**src/hdl/glct_pkg.sv**
```systemverilog
// ----------------------------------------------------------------------------
// glct_pkg: shared constants for the grid line cell traversal
// sizes of the fixed-point grid coordinates, walk counters and decision error
// ----------------------------------------------------------------------------
package glct_pkg;

    localparam int CELL_BITS = 5;
    localparam int FRAC_BITS = 8;
    localparam int COORD_W   = CELL_BITS + FRAC_BITS;
    localparam int RUN_W     = CELL_BITS + 1;
    localparam int FACT_W    = FRAC_BITS + 1;
    localparam int PROD_W    = COORD_W + FACT_W;
    localparam int ERR_W     = PROD_W + 2;

    localparam logic [FACT_W-1:0] FRAC_ONE = FACT_W'(1) << FRAC_BITS;

    // step direction codes
    localparam logic [1:0] DIR_NONE = 2'd0;
    localparam logic [1:0] DIR_POS  = 2'd1;
    localparam logic [1:0] DIR_NEG  = 2'd3;

endpackage

```
**src/hdl/glct_if.sv**
```systemverilog
// ----------------------------------------------------------------------------
// glct_if: request channels of the grid line cell traversal
// segment channel into the block and cell channel out of it
// ----------------------------------------------------------------------------
interface glct_seg_if;
    logic                         valid;
    logic                         ready;
    logic [glct_pkg::COORD_W-1:0] start_x;
    logic [glct_pkg::COORD_W-1:0] start_y;
    logic [glct_pkg::COORD_W-1:0] end_x;
    logic [glct_pkg::COORD_W-1:0] end_y;

    modport source (output valid, start_x, start_y, end_x, end_y, input ready);
    modport sink   (input valid, start_x, start_y, end_x, end_y, output ready);
endinterface

interface glct_cell_if;
    logic                           valid;
    logic                           ready;
    logic [glct_pkg::CELL_BITS-1:0] cell_x;
    logic [glct_pkg::CELL_BITS-1:0] cell_y;
    logic                           last_cell;

    modport source (output valid, cell_x, cell_y, last_cell, input ready);
    modport sink   (input valid, cell_x, cell_y, last_cell, output ready);
endinterface

```
**src/hdl/grid_line_cell_traversal.sv**
```systemverilog
// ----------------------------------------------------------------------------
// grid_line_cell_traversal: cell walk of a segment over a unit grid
// setup: a taken segment passes S_MULX and S_MULY, then S_WALK registers
//   its first cell request; a segment yields N cells (N = 1..63), one cell
//   per cycle while the sink keeps up; a new segment waits for S_IDLE;
//   one shared multiplier and adder build the error, the adder steps the walk
// reset: synchronous active low, returns to idle with no request pending
// ----------------------------------------------------------------------------
module grid_line_cell_traversal (
    input  logic        i_clk,
    input  logic        i_rst_n,
    glct_seg_if.sink    i_seg,
    glct_cell_if.source o_cell
);

    typedef enum logic [1:0] {
        S_IDLE,
        S_MULX,
        S_MULY,
        S_WALK
    } t_state;

    t_state                           r_state;
    logic [glct_pkg::CELL_BITS-1:0]   r_walk_x, r_walk_y;
    logic signed [glct_pkg::ERR_W-1:0] r_err;
    logic [glct_pkg::RUN_W-1:0]       r_left;
    logic [glct_pkg::COORD_W-1:0]     r_span_x, r_span_y;
    logic [1:0]                       r_dir_x, r_dir_y;
    logic [glct_pkg::FRAC_BITS-1:0]   r_frac_x, r_frac_y;
    logic                             r_out_valid;
    logic [glct_pkg::CELL_BITS-1:0]   r_out_x, r_out_y;
    logic                             r_out_last;

    // setup from the incoming segment
    logic [glct_pkg::COORD_W-1:0]   n_span_x, n_span_y;
    logic [1:0]                     n_dir_x, n_dir_y;
    logic [glct_pkg::CELL_BITS-1:0] ca_x, ca_y, cb_x, cb_y, cd_x, cd_y;
    logic [glct_pkg::RUN_W-1:0]     n_run;

    // shared multiplier and adder
    logic [glct_pkg::FACT_W-1:0]       mul_fact;
    logic [glct_pkg::COORD_W-1:0]      mul_span;
    logic [1:0]                        mul_dir;
    logic [glct_pkg::FRAC_BITS-1:0]    mul_frac;
    logic [glct_pkg::PROD_W-1:0]       mul_prod;
    logic signed [glct_pkg::ERR_W-1:0] add_a, add_b, add_sum;
    logic                              add_sub;

    logic seg_take, out_load, spans_nz, step_y;

    assign seg_take = i_seg.valid && i_seg.ready;
    assign out_load = (r_state == S_WALK) && (!r_out_valid || o_cell.ready);
    assign spans_nz = (r_span_x != '0) && (r_span_y != '0);

    always_comb begin
        ca_x = i_seg.start_x[glct_pkg::COORD_W-1:glct_pkg::FRAC_BITS];
        ca_y = i_seg.start_y[glct_pkg::COORD_W-1:glct_pkg::FRAC_BITS];
        cb_x = i_seg.end_x[glct_pkg::COORD_W-1:glct_pkg::FRAC_BITS];
        cb_y = i_seg.end_y[glct_pkg::COORD_W-1:glct_pkg::FRAC_BITS];
        if (i_seg.end_x > i_seg.start_x) begin
            n_dir_x  = glct_pkg::DIR_POS;
            n_span_x = i_seg.end_x - i_seg.start_x;
            cd_x     = cb_x - ca_x;
        end else if (i_seg.end_x < i_seg.start_x) begin
            n_dir_x  = glct_pkg::DIR_NEG;
            n_span_x = i_seg.start_x - i_seg.end_x;
            cd_x     = ca_x - cb_x;
        end else begin
            n_dir_x  = glct_pkg::DIR_NONE;
            n_span_x = '0;
            cd_x     = '0;
        end
        if (i_seg.end_y > i_seg.start_y) begin
            n_dir_y  = glct_pkg::DIR_POS;
            n_span_y = i_seg.end_y - i_seg.start_y;
            cd_y     = cb_y - ca_y;
        end else if (i_seg.end_y < i_seg.start_y) begin
            n_dir_y  = glct_pkg::DIR_NEG;
            n_span_y = i_seg.start_y - i_seg.end_y;
            cd_y     = ca_y - cb_y;
        end else begin
            n_dir_y  = glct_pkg::DIR_NONE;
            n_span_y = '0;
            cd_y     = '0;
        end
        n_run = glct_pkg::RUN_W'(1) + glct_pkg::RUN_W'(cd_x) + glct_pkg::RUN_W'(cd_y);
    end

    // x part uses the y span, y part uses the x span
    always_comb begin
        if (r_state == S_MULX) begin
            mul_dir  = r_dir_x;
            mul_frac = r_frac_x;
            mul_span = r_span_y;
        end else begin
            mul_dir  = r_dir_y;
            mul_frac = r_frac_y;
            mul_span = r_span_x;
        end
        case (mul_dir)
            glct_pkg::DIR_POS: mul_fact = glct_pkg::FRAC_ONE - glct_pkg::FACT_W'(mul_frac);
            glct_pkg::DIR_NEG: mul_fact = glct_pkg::FACT_W'(mul_frac);
            default:           mul_fact = '0;
        endcase
        mul_prod = glct_pkg::PROD_W'(mul_fact) * glct_pkg::PROD_W'(mul_span);
    end

    // error > 0 moves y, otherwise x; flat spans force the axis
    always_comb begin
        if (r_span_x == '0) begin
            step_y = 1'b1;
        end else if (r_span_y == '0) begin
            step_y = 1'b0;
        end else begin
            step_y = (r_err > 0);
        end
    end

    always_comb begin
        add_a = r_err;
        if (r_state == S_MULY) begin
            add_sub = 1'b1;
            add_b   = glct_pkg::ERR_W'(mul_prod);
        end else begin
            add_sub = step_y;
            add_b   = step_y
                    ? glct_pkg::ERR_W'({r_span_x, {glct_pkg::FRAC_BITS{1'b0}}})
                    : glct_pkg::ERR_W'({r_span_y, {glct_pkg::FRAC_BITS{1'b0}}});
        end
        add_sum = add_sub ? (add_a - add_b) : (add_a + add_b);
    end

    function automatic logic [glct_pkg::CELL_BITS-1:0] move_cell(
        input logic [glct_pkg::CELL_BITS-1:0] pos,
        input logic [1:0]                     dir
    );
        logic [glct_pkg::CELL_BITS-1:0] res;
        case (dir)
            glct_pkg::DIR_POS: res = pos + glct_pkg::CELL_BITS'(1);
            glct_pkg::DIR_NEG: res = pos - glct_pkg::CELL_BITS'(1);
            default:           res = pos;
        endcase
        return res;
    endfunction

    always_ff @(posedge i_clk) begin
        if (!i_rst_n) begin
            r_state     <= S_IDLE;
            r_out_valid <= 1'b0;
            r_left      <= '0;
            r_walk_x    <= '0;
            r_walk_y    <= '0;
            r_err       <= '0;
            r_span_x    <= '0;
            r_span_y    <= '0;
            r_dir_x     <= glct_pkg::DIR_NONE;
            r_dir_y     <= glct_pkg::DIR_NONE;
            r_frac_x    <= '0;
            r_frac_y    <= '0;
            r_out_x     <= '0;
            r_out_y     <= '0;
            r_out_last  <= 1'b0;
        end else begin
            if (out_load) begin
                r_out_valid <= 1'b1;
            end else if (o_cell.ready) begin
                r_out_valid <= 1'b0;
            end
            case (r_state)
                S_IDLE: begin
                    if (seg_take) begin
                        r_span_x <= n_span_x;
                        r_span_y <= n_span_y;
                        r_dir_x  <= n_dir_x;
                        r_dir_y  <= n_dir_y;
                        r_walk_x <= ca_x;
                        r_walk_y <= ca_y;
                        r_frac_x <= i_seg.start_x[glct_pkg::FRAC_BITS-1:0];
                        r_frac_y <= i_seg.start_y[glct_pkg::FRAC_BITS-1:0];
                        r_left   <= n_run;
                        r_state  <= S_MULX;
                    end
                end
                S_MULX: begin
                    r_err   <= glct_pkg::ERR_W'(mul_prod);
                    r_state <= S_MULY;
                end
                S_MULY: begin
                    r_err   <= spans_nz ? add_sum : '0;
                    r_state <= S_WALK;
                end
                S_WALK: begin
                    if (out_load) begin
                        r_out_x     <= r_walk_x;
                        r_out_y     <= r_walk_y;
                        r_out_last  <= (r_left == glct_pkg::RUN_W'(1));
                        r_left      <= r_left - glct_pkg::RUN_W'(1);
                        if (step_y) begin
                            r_walk_y <= move_cell(r_walk_y, r_dir_y);
                        end else begin
                            r_walk_x <= move_cell(r_walk_x, r_dir_x);
                        end
                        if (spans_nz) begin
                            r_err <= add_sum;
                        end
                        if (r_left == glct_pkg::RUN_W'(1)) begin
                            r_state <= S_IDLE;
                        end
                    end
                end
                default: r_state <= S_IDLE;
            endcase
        end
    end

    assign i_seg.ready      = (r_state == S_IDLE);
    assign o_cell.valid     = r_out_valid;
    assign o_cell.cell_x    = r_out_x;
    assign o_cell.cell_y    = r_out_y;
    assign o_cell.last_cell = r_out_last;

`ifndef ASSERT_OFF
    a_walk_has_cells: assert property (@(posedge i_clk) disable iff (!i_rst_n)
        (r_state == S_WALK) |-> (r_left != '0))
        else $error("walk running with no cells left");

    a_take_starts_setup: assert property (@(posedge i_clk) disable iff (!i_rst_n)
        seg_take |=> (r_state == S_MULX))
        else $error("segment request did not start error setup");

    a_last_ends_walk: assert property (@(posedge i_clk) disable iff (!i_rst_n)
        (out_load && (r_left == glct_pkg::RUN_W'(1))) |=>
            (r_state == S_IDLE && r_out_valid && r_out_last))
        else $error("final cell did not end the walk");

    a_flat_err_zero: assert property (@(posedge i_clk) disable iff (!i_rst_n)
        (r_state == S_WALK && !spans_nz) |-> (r_err == '0))
        else $error("decision error moved on a flat segment");
`endif

endmodule
```
**src/flat_wrapper.sv**
```systemverilog
// flat-port wrapper written by rule: the top's interface ports become plain ports
module grid_line_cell_traversal_flat 
  (i_clk, i_rst_n, i_seg_valid, i_seg_start_x, i_seg_start_y, i_seg_end_x, i_seg_end_y, i_seg_ready, o_cell_valid, o_cell_cell_x, o_cell_cell_y, o_cell_last_cell, o_cell_ready);
  glct_seg_if i_seg_i ();
  glct_cell_if o_cell_i ();
  input  logic i_clk;
  input  logic i_rst_n;
  input wire logic [$bits(i_seg_i.valid)-1:0] i_seg_valid;
  input wire logic [$bits(i_seg_i.start_x)-1:0] i_seg_start_x;
  input wire logic [$bits(i_seg_i.start_y)-1:0] i_seg_start_y;
  input wire logic [$bits(i_seg_i.end_x)-1:0] i_seg_end_x;
  input wire logic [$bits(i_seg_i.end_y)-1:0] i_seg_end_y;
  output wire logic [$bits(i_seg_i.ready)-1:0] i_seg_ready;
  output wire logic [$bits(o_cell_i.valid)-1:0] o_cell_valid;
  output wire logic [$bits(o_cell_i.cell_x)-1:0] o_cell_cell_x;
  output wire logic [$bits(o_cell_i.cell_y)-1:0] o_cell_cell_y;
  output wire logic [$bits(o_cell_i.last_cell)-1:0] o_cell_last_cell;
  input wire logic [$bits(o_cell_i.ready)-1:0] o_cell_ready;
  assign i_seg_i.valid = i_seg_valid;
  assign i_seg_i.start_x = i_seg_start_x;
  assign i_seg_i.start_y = i_seg_start_y;
  assign i_seg_i.end_x = i_seg_end_x;
  assign i_seg_i.end_y = i_seg_end_y;
  assign i_seg_ready = i_seg_i.ready;
  assign o_cell_valid = o_cell_i.valid;
  assign o_cell_cell_x = o_cell_i.cell_x;
  assign o_cell_cell_y = o_cell_i.cell_y;
  assign o_cell_last_cell = o_cell_i.last_cell;
  assign o_cell_i.ready = o_cell_ready;
  grid_line_cell_traversal u_core (.i_clk(i_clk), .i_rst_n(i_rst_n), .i_seg(i_seg_i), .o_cell(o_cell_i));
endmodule
```
**config.mk**
```make
export PLATFORM = sky130hd
export DESIGN_NAME = grid_line_cell_traversal_flat
export DESIGN_NICKNAME = d
export VERILOG_FILES = /design/src/hdl/glct_pkg.sv /design/src/hdl/glct_if.sv /design/src/hdl/grid_line_cell_traversal.sv /design/src/flat_wrapper.sv
export SDC_FILE = /design/constraint.sdc
export NUM_CORES = 1
export LEC_CHECK = 0
export ABC_AREA = 1
export BUFFER_PORTS_ARGS = -buffer_cell sky130_fd_sc_hd__buf_2
export CELL_PAD_IN_SITES_DETAIL_PLACEMENT = 1
export CELL_PAD_IN_SITES_GLOBAL_PLACEMENT = 2
export CORE_ASPECT_RATIO = 1.75
export CORE_MARGIN = 2
export CORE_UTILIZATION = 36
export CTS_BUF_LIST = sky130_fd_sc_hd__clkbuf_4 sky130_fd_sc_hd__clkbuf_8 sky130_fd_sc_hd__clkbuf_16
export DETAILED_ROUTE_END_ITERATION = 10
export GPL_TIMING_DRIVEN = 0
export PLACE_DENSITY_LB_ADDON = 0.05
export SETUP_SLACK_MARGIN = 0.02
export SLEW_MARGIN = 20
export SYNTH_ARGS = -nofsm -noshare
export SYNTH_HDL_FRONTEND = slang
export SYNTH_SLANG_ARGS = --single-unit
```
**constraint.sdc**
```tcl
create_clock -name i_clk -period 8.3 [get_ports i_clk]
set_input_delay 2.075 -clock i_clk [delete_from_list [all_inputs] [get_ports i_clk]]
set_output_delay 2.075 -clock i_clk [all_outputs]
set_load 0.01 [all_outputs]
```
# Yosys cells after proc, flatten, opt, wreduce, memory -nomap -nowiden
# Cells that the tools add are included.
op_classes:
  mux: 45
  n_addsub: 18
  n_reduce_logical: 20
  order_cmp: 5
  n_mul: 1
  n_eq_ne: 18
op_table:
  columns: ["cell", "count"]
  rows:
  - ["$mux W24", 5]
  - ["$pmux W24 S3", 1]
  - ["$mux W13", 5]
  - ["$sub A13 B13 Y13", 4]
  - ["$mux W5", 10]
  - ["$pmux W5 S2", 4]
  - ["$gt A13 B13 Y1", 2]
  - ["$logic_not A13 Y1", 2]
  - ["$lt A13 B13 Y1", 2]
  - ["$reduce_bool A13 Y1", 2]
  - ["$add A24 B24 Y24", 1]
  - ["$gt A24 B1 Y1 const B", 1]
  - ["$sub A24 B24 Y24", 1]
  - ["$mul A9 B13 Y22", 1]
  - ["$mux W21", 1]
  - ["$sub A5 B5 Y5", 4]
  - ["$pmux W9 S2", 1]
  - ["$mux W2", 8]
  - ["$mux W6", 2]
  - ["$pmux W6 S2", 1]
  - ["$add A5 B1 Y5 const B", 2]
  - ["$eq A2 B2 Y1 const B", 5]
  - ["$reduce_and A5 Y1", 2]
  - ["$sub A5 B1 Y5 const B", 2]
  - ["20 further kinds", 38]
word_totals:
  word_cells: 122
  reg_bits: 100
  output_inout_bits: 13
  in_bits: 56

# Logic depth before layout (Yosys ltp)
depth:
  word_depth: 11
  depth_mapped: 51
  depth_no_buf: 51

# Worst setup path before layout
# OpenSTA, ideal clock, no wires.
synth_path:
  path_type: "register -> register"
  startpoint: "register u_core.r_state[1]"
  endpoint: "register u_core.r_err (netlist bit u_core.add_a[21])"
  t_required_ps: 8190
  setup_time_ps: 110
  path_slack_ps: 748
  period_less_slack_ps: 7552
  path_stages_with_launch: 50
  arrival_ps: 7443
  cell_sequence: "dfxtp_1 -> inv_1 -> ha_1 -> buf_4 -> mux2i_1 -> ha_1 -> inv_1 -> nor3_1 -> nand2_1 -> inv_1 -> nand2_1 -> inv_1 -> nand2_1 -> fa_1 -> fa_1 -> inv_1 -> fa_1 -> inv_1 -> (+14 left out) -> nand4_1 -> nand2_1 -> xor2_1 -> inv_1 -> ha_1 -> nand2_1 -> nor4_1 -> nand3_1 -> o211ai_1 -> nand3_1 -> nand2_1 -> nand2_1 -> nand3_1 -> nand2_1 -> nand3_1 -> nand3_1 -> nand2_1 -> inv_1"
synth_between:
  elab_chain_cells: 11
  word_cells_on_any_way: 25
  cone_classes: "3 x add/sub; 1 x mul; 7 x eq/ne; 11 x mux; 3 x reduce/logical"
synth_rtl:
  columns: ["element", "line", "text"]
  rows:
  - ["start, declared", "grid_line_cell_traversal.sv:23", "t_state r_state;"]
  - ["start signal, assigned", "grid_line_cell_traversal.sv:148", "r_state <= S_IDLE;"]
  - ["start signal, assigned", "grid_line_cell_traversal.sv:181", "r_state <= S_MULX;"]
  - ["start signal, assigned", "grid_line_cell_traversal.sv:186", "r_state <= S_MULY;"]
  - ["$eq A2 B1 Y1", "grid_line_cell_traversal.sv:91, grid_line_cell_traversal.sv:169", null]
  - ["$mux W8 or $mux W2 (tied branches)", "grid_line_cell_traversal.sv:91", "if (r_state == S_MULX) begin"]
  - ["$sub A9 B8 Y9 (tied with other cells)", "grid_line_cell_traversal.sv:101", "glct_pkg::DIR_POS: mul_fact = glct_pkg::FRAC_ONE - glct_pkg::FACT_W'(mul_frac);"]
  - ["$pmux W9 S2", "grid_line_cell_traversal.sv:100", "case (mul_dir)"]
  - ["$mul A9 B13 Y22", "grid_line_cell_traversal.sv:105", "mul_prod = glct_pkg::PROD_W'(mul_fact) * glct_pkg::PROD_W'(mul_span);"]
  - ["$mux W24", "grid_line_cell_traversal.sv:121", "if (r_state == S_MULY) begin"]
  - ["$add A24 B24 Y24 or $sub A24 B24 Y24 (tied branches)", "grid_line_cell_traversal.sv:130", "add_sum = add_sub ? (add_a - add_b) : (add_a + add_b);"]
  - ["$mux W24", "grid_line_cell_traversal.sv:130", null]
  - ["$mux W24", "grid_line_cell_traversal.sv:203", "if (spans_nz) begin"]
  - ["$mux W24", "grid_line_cell_traversal.sv:193", "if (out_load) begin"]
  - ["$pmux W24 S3", "grid_line_cell_traversal.sv:169", "case (r_state)"]
  - ["end signal, assigned", "grid_line_cell_traversal.sv:185", "r_err <= glct_pkg::ERR_W'(mul_prod);"]
  - ["end signal, assigned", "grid_line_cell_traversal.sv:189", "r_err <= spans_nz ? add_sum : '0;"]
  - ["end signal, assigned", "grid_line_cell_traversal.sv:204", "r_err <= add_sum;"]
  - ["end, declared", "grid_line_cell_traversal.sv:25", "logic signed [glct_pkg::ERR_W-1:0] r_err;"]
# Several ways; a longest one is shown, not always the timed one. The select of a mux whose other input is x is not followed.
# A chain may end at the register's enable or synchronous reset.

# Worst setup path in the final report
# Ends and elaborated chain as after synthesis.

==> flow_summary.yaml <==
status:
  status: "finished, final reports clean"
logic_synthesis:
  synth_top_family_by_area: "adder cells"
  syn_nets: 2295
  ys_seq_area_frac: 0.149
  synthXorXnorAreaFrac: 0.0579
  synth_area_mm2: 0.0135
  synthSimpleGateAreaFrac: 0.234
  synth-adder-area-share: 0.262
  synth_mux_area_frac: 0.000743
  ys_ff_latch: 100
  syn_avg_cell_area_um2: 6.70
  yosysUniqueCellTypes: 57
  synth-compound-area-share: 0.176
  yosys_warnings: 0
  synthCells: 2011
sta:
  rsz0062_at_grt: "yes"
  hold_viol: 0
  slew_viol_final: 0
  period_share: 0.963
  setup_violations: 0
  setup_tns_ns: 0
  relSlewSlack: 0.325
  worst_pin_slew_ns: 1.00
  max_freq_ghz: 0.125
  fin_ws_ns: 0.310
  min_period_ns: 7.99
  fin_skew_ns: 0.0179
grt:
  grt_use_met2: 0.565
  grt_max_degree: 22
  gr-total-overflow: 0
  grt_busiest_layer: "met2"
  grt_antenna_before_repair: 0
  grt_pass1_vias: 15100
  grtUsageMet3: 0.0218
  grt_pass1_wl_mm: 82.6
  globalRouteMet1Util: 0.275
  grt_usage: 0.280
floorplan:
  rows: 93
  io_pins: 69
  initial_core_util: 0.365
  core_area_mm2: 0.0369
  die_w_um: 150
  die_h_um: 260
  die_area_mm2: 0.0390
final_layout:
  final_cell_area_mm2: 0.0162
  num_antenna_cells: 0
  area_growth_pct: 20.4
  multi_input_area_mm2: 0.0108
  postLayoutCoreUtil: 0.440
  nFillCells: 4771
  nNetsFinal: 2441
  layout-drive-gt1-share: 0.195
  seq_area_mm2: 0.00201
pwr:
  ir_drop_uv: 190
  cellPowerDensity_mw_per_mm2: 385
  p_sw_uw: 3520
  comb_power_share: 0.804
  p_int_uw: 2720
  p_leak_uw: 0.00788
  p_seq_frac: 0.122
  p_total_uw: 6240
  p_sw_frac: 0.564
  pwr-share-clk: 0.074
worst_setup_path:
  worst_path_max_delay_cell: "fa_1"
  critical_path.max_fanout: 10
  worst-setup-path-type: "register to register"
  required_ns: 8.64
  critPathArrivalTime_ns: 8.33
  cpMostUsedCell: "inv_1"
  endpoint_kind: "register"
  slowest_delay_ns: 0.54
  cp-start-kind: "register"
place:
  dpl_cell_area_mm2: 0.0144
  post-dp-hpwl_mm: 45.0
  pre_cts_ws_ns: -1.61
  gp_congestion: 0.911
  io_buffers: 68
routing:
  via_count: 13800
  drtAntennaViolNets: 0
  drc_errors: 0
  drt_iter0_markers: 454
  routed_via_density: 5.24
  avgRoutedWirePerCell_um: 20.4
  wl_mm: 53.9
  firstDrtPassIters: 5
clock_tree:
  clockBufferDepth: 2
  holdBufCountCts: 0
  cts_sinks: 100
  cts_made_buffers: 9
  htree_levels: 3
  cts-root-buf: "clkbuf_16"
  clk_latency_ns: 0.39
  tritoncts: "done"
  cts.reportedPaths.clkPinSlew_ns: 0.09
hold_path:
  hold_class: "register to register"
run:
  drv_cap: 0
-- worst max-delay path: cells and delay by family (launching register included) --
| kind | cells | cell delay [ns] |
|---|---|---|
| adders and majority gates | 7 | 2.85 |
| and+or+nand+nor | 20 | 2.26 |
| buffers and inverters | 12 | 1.18 |
| AOI/OAI and AO/OA | 5 | 0.89 |
| DFF | 1 | 0.38 |
| xor gates and xnor gates | 2 | 0.35 |
-- synthesized netlist by cell type, drive strengths merged --
cell type  number  area, um2
o31ai           2       15.0
dfxtp         100       2000
a211oi         10       75.1
a22o            2       17.5
inv           345       1300
and2            3       18.8
or2            19        119
clkinv          5       18.8
nor4            7       43.8
buf            24        143
nor3           12       70.1
nand3b          1       7.51
a31oi          26        163
o31a            1       8.76
o221ai          5       43.8
ha            138       1730
o211ai          3       22.5
xor2           54        473
a21o            4       30.0
nand2         390       1500
mux2i           1       10.0
a221oi         10       87.6
or3             1       6.26
nand4           8       50.1
and3            1       11.3
a21boi          3       26.3
a21oi         179        903
o21ai         164        843
o2111ai         1       8.76
nand3         103        551
xnor2          35        307
o311ai          1       8.76
o22ai           9       56.3
o21bai          6       45.0
clkbuf         46        174
nor2          200        768
fa             90       1800
o21a            2       15.0
-- metrics by stage --
stage | hold slack [ns] | cells
2_1_floorplan | 0.424 | 2011
6_report | 0.473 | 2637
4_1_cts | 0.468 | 2593
3_3_place_gp | 0.442 | 2554
5_1_grt | 0.525 | 2637
3_5_place_dp | 0.450 | 2554
-- cells by family (layout without fill, tap and decap cells) --
family	after synthesis	in the layout
AND/OR/NAND/NOR	745	745
AO/OA/AOI/OAI	428	428
buffers and inverters	420	571
adder cells (fa/ha/maj)	228	228
flip-flops	100	100
XOR/XNOR	89	89
multiplexers	1	1
-- final timing paths --
kind                                    startpoint                 end  slack (ns)  cells after the start
worst max-delay path             u_core.r_state[1]    u_core.add_a[21]        0.31                     46
worst min-delay path            u_core.r_frac_y[7]  u_core.r_frac_y[7]        0.47                      2
worst min register to register  u_core.r_frac_y[7]  u_core.r_frac_y[7]        0.47                      2
worst max register to register   u_core.r_state[1]    u_core.add_a[21]        0.31                     46
-- power groups by stage --
stage	clock [uW]	sequential [uW]	combinational, uW
2_1_floorplan	0	709	2730
3_3_place_gp	0	755	3850
3_5_place_dp	0	758	3920
4_1_cts	474	753	4360
5_1_grt	485	775	5550
6_report	461	761	5020
-- per-layer routing --
layer  part of all wire  wire (um)  vias to the layer above
met5                  0          0                        -
met4              0.055       2960                        0
met3              0.019       1030                      113
met2               0.57      30900                      221
met1               0.35      19100                     6747
li1                   -          -                     6736
-- repair_timing --
action,CTS,global route
gates resized for setup,81,196
endpoints found under the setup margin,14,10
pin swaps,24,94
buffers inserted,23,44
-- flip-flops by register name, summed over array words and instances, names as in the netlist, 6 cells and up --
register and count:
u_core.add_a 24, u_core.r_span_x 13, u_core.r_span_y 13, u_core.r_frac_x 8
u_core.r_frac_y 8, u_core.r_left 6
-- placed cells by master, fill, tap and decap left out, types with 6 or more instances in the layout --
master	count
or2_2	15
nor3_1	9
buf_6	10
o21ai_0	128
a221oi_1	10
o21ai_2	15
inv_2	28
o22ai_1	9
nand2_2	41
nand3_2	18
nand2_4	9
nand4_1	8
o21ai_1	16
xor2_2	8
ha_2	6
nand2_1	340
buf_2	81
inv_4	6
ha_1	117
nor2_1	171
nor2_2	25
xor2_1	46
clkbuf_1	41
ha_4	15
dfxtp_1	98
inv_1	310
a21oi_1	160
a21oi_2	15
a211oi_1	9
fa_1	88
clkbuf_16	9
buf_4	66
xnor2_1	31
nand3_1	83
a31oi_1	26
-- area by class of cell --
type | instances | share of cell area
Multi-Input combinational cell | 1491 | 0.663
Sequential cell | 100 | 0.124
Inverter | 350 | 0.0822
Timing Repair Buffer | 135 | 0.0527
Tap cell | 475 | 0.0366
Buffer | 70 | 0.0228
Clock buffer | 9 | 0.0139
Clock inverter | 7 | 0.00517
(Power assumes the default switching activity.)
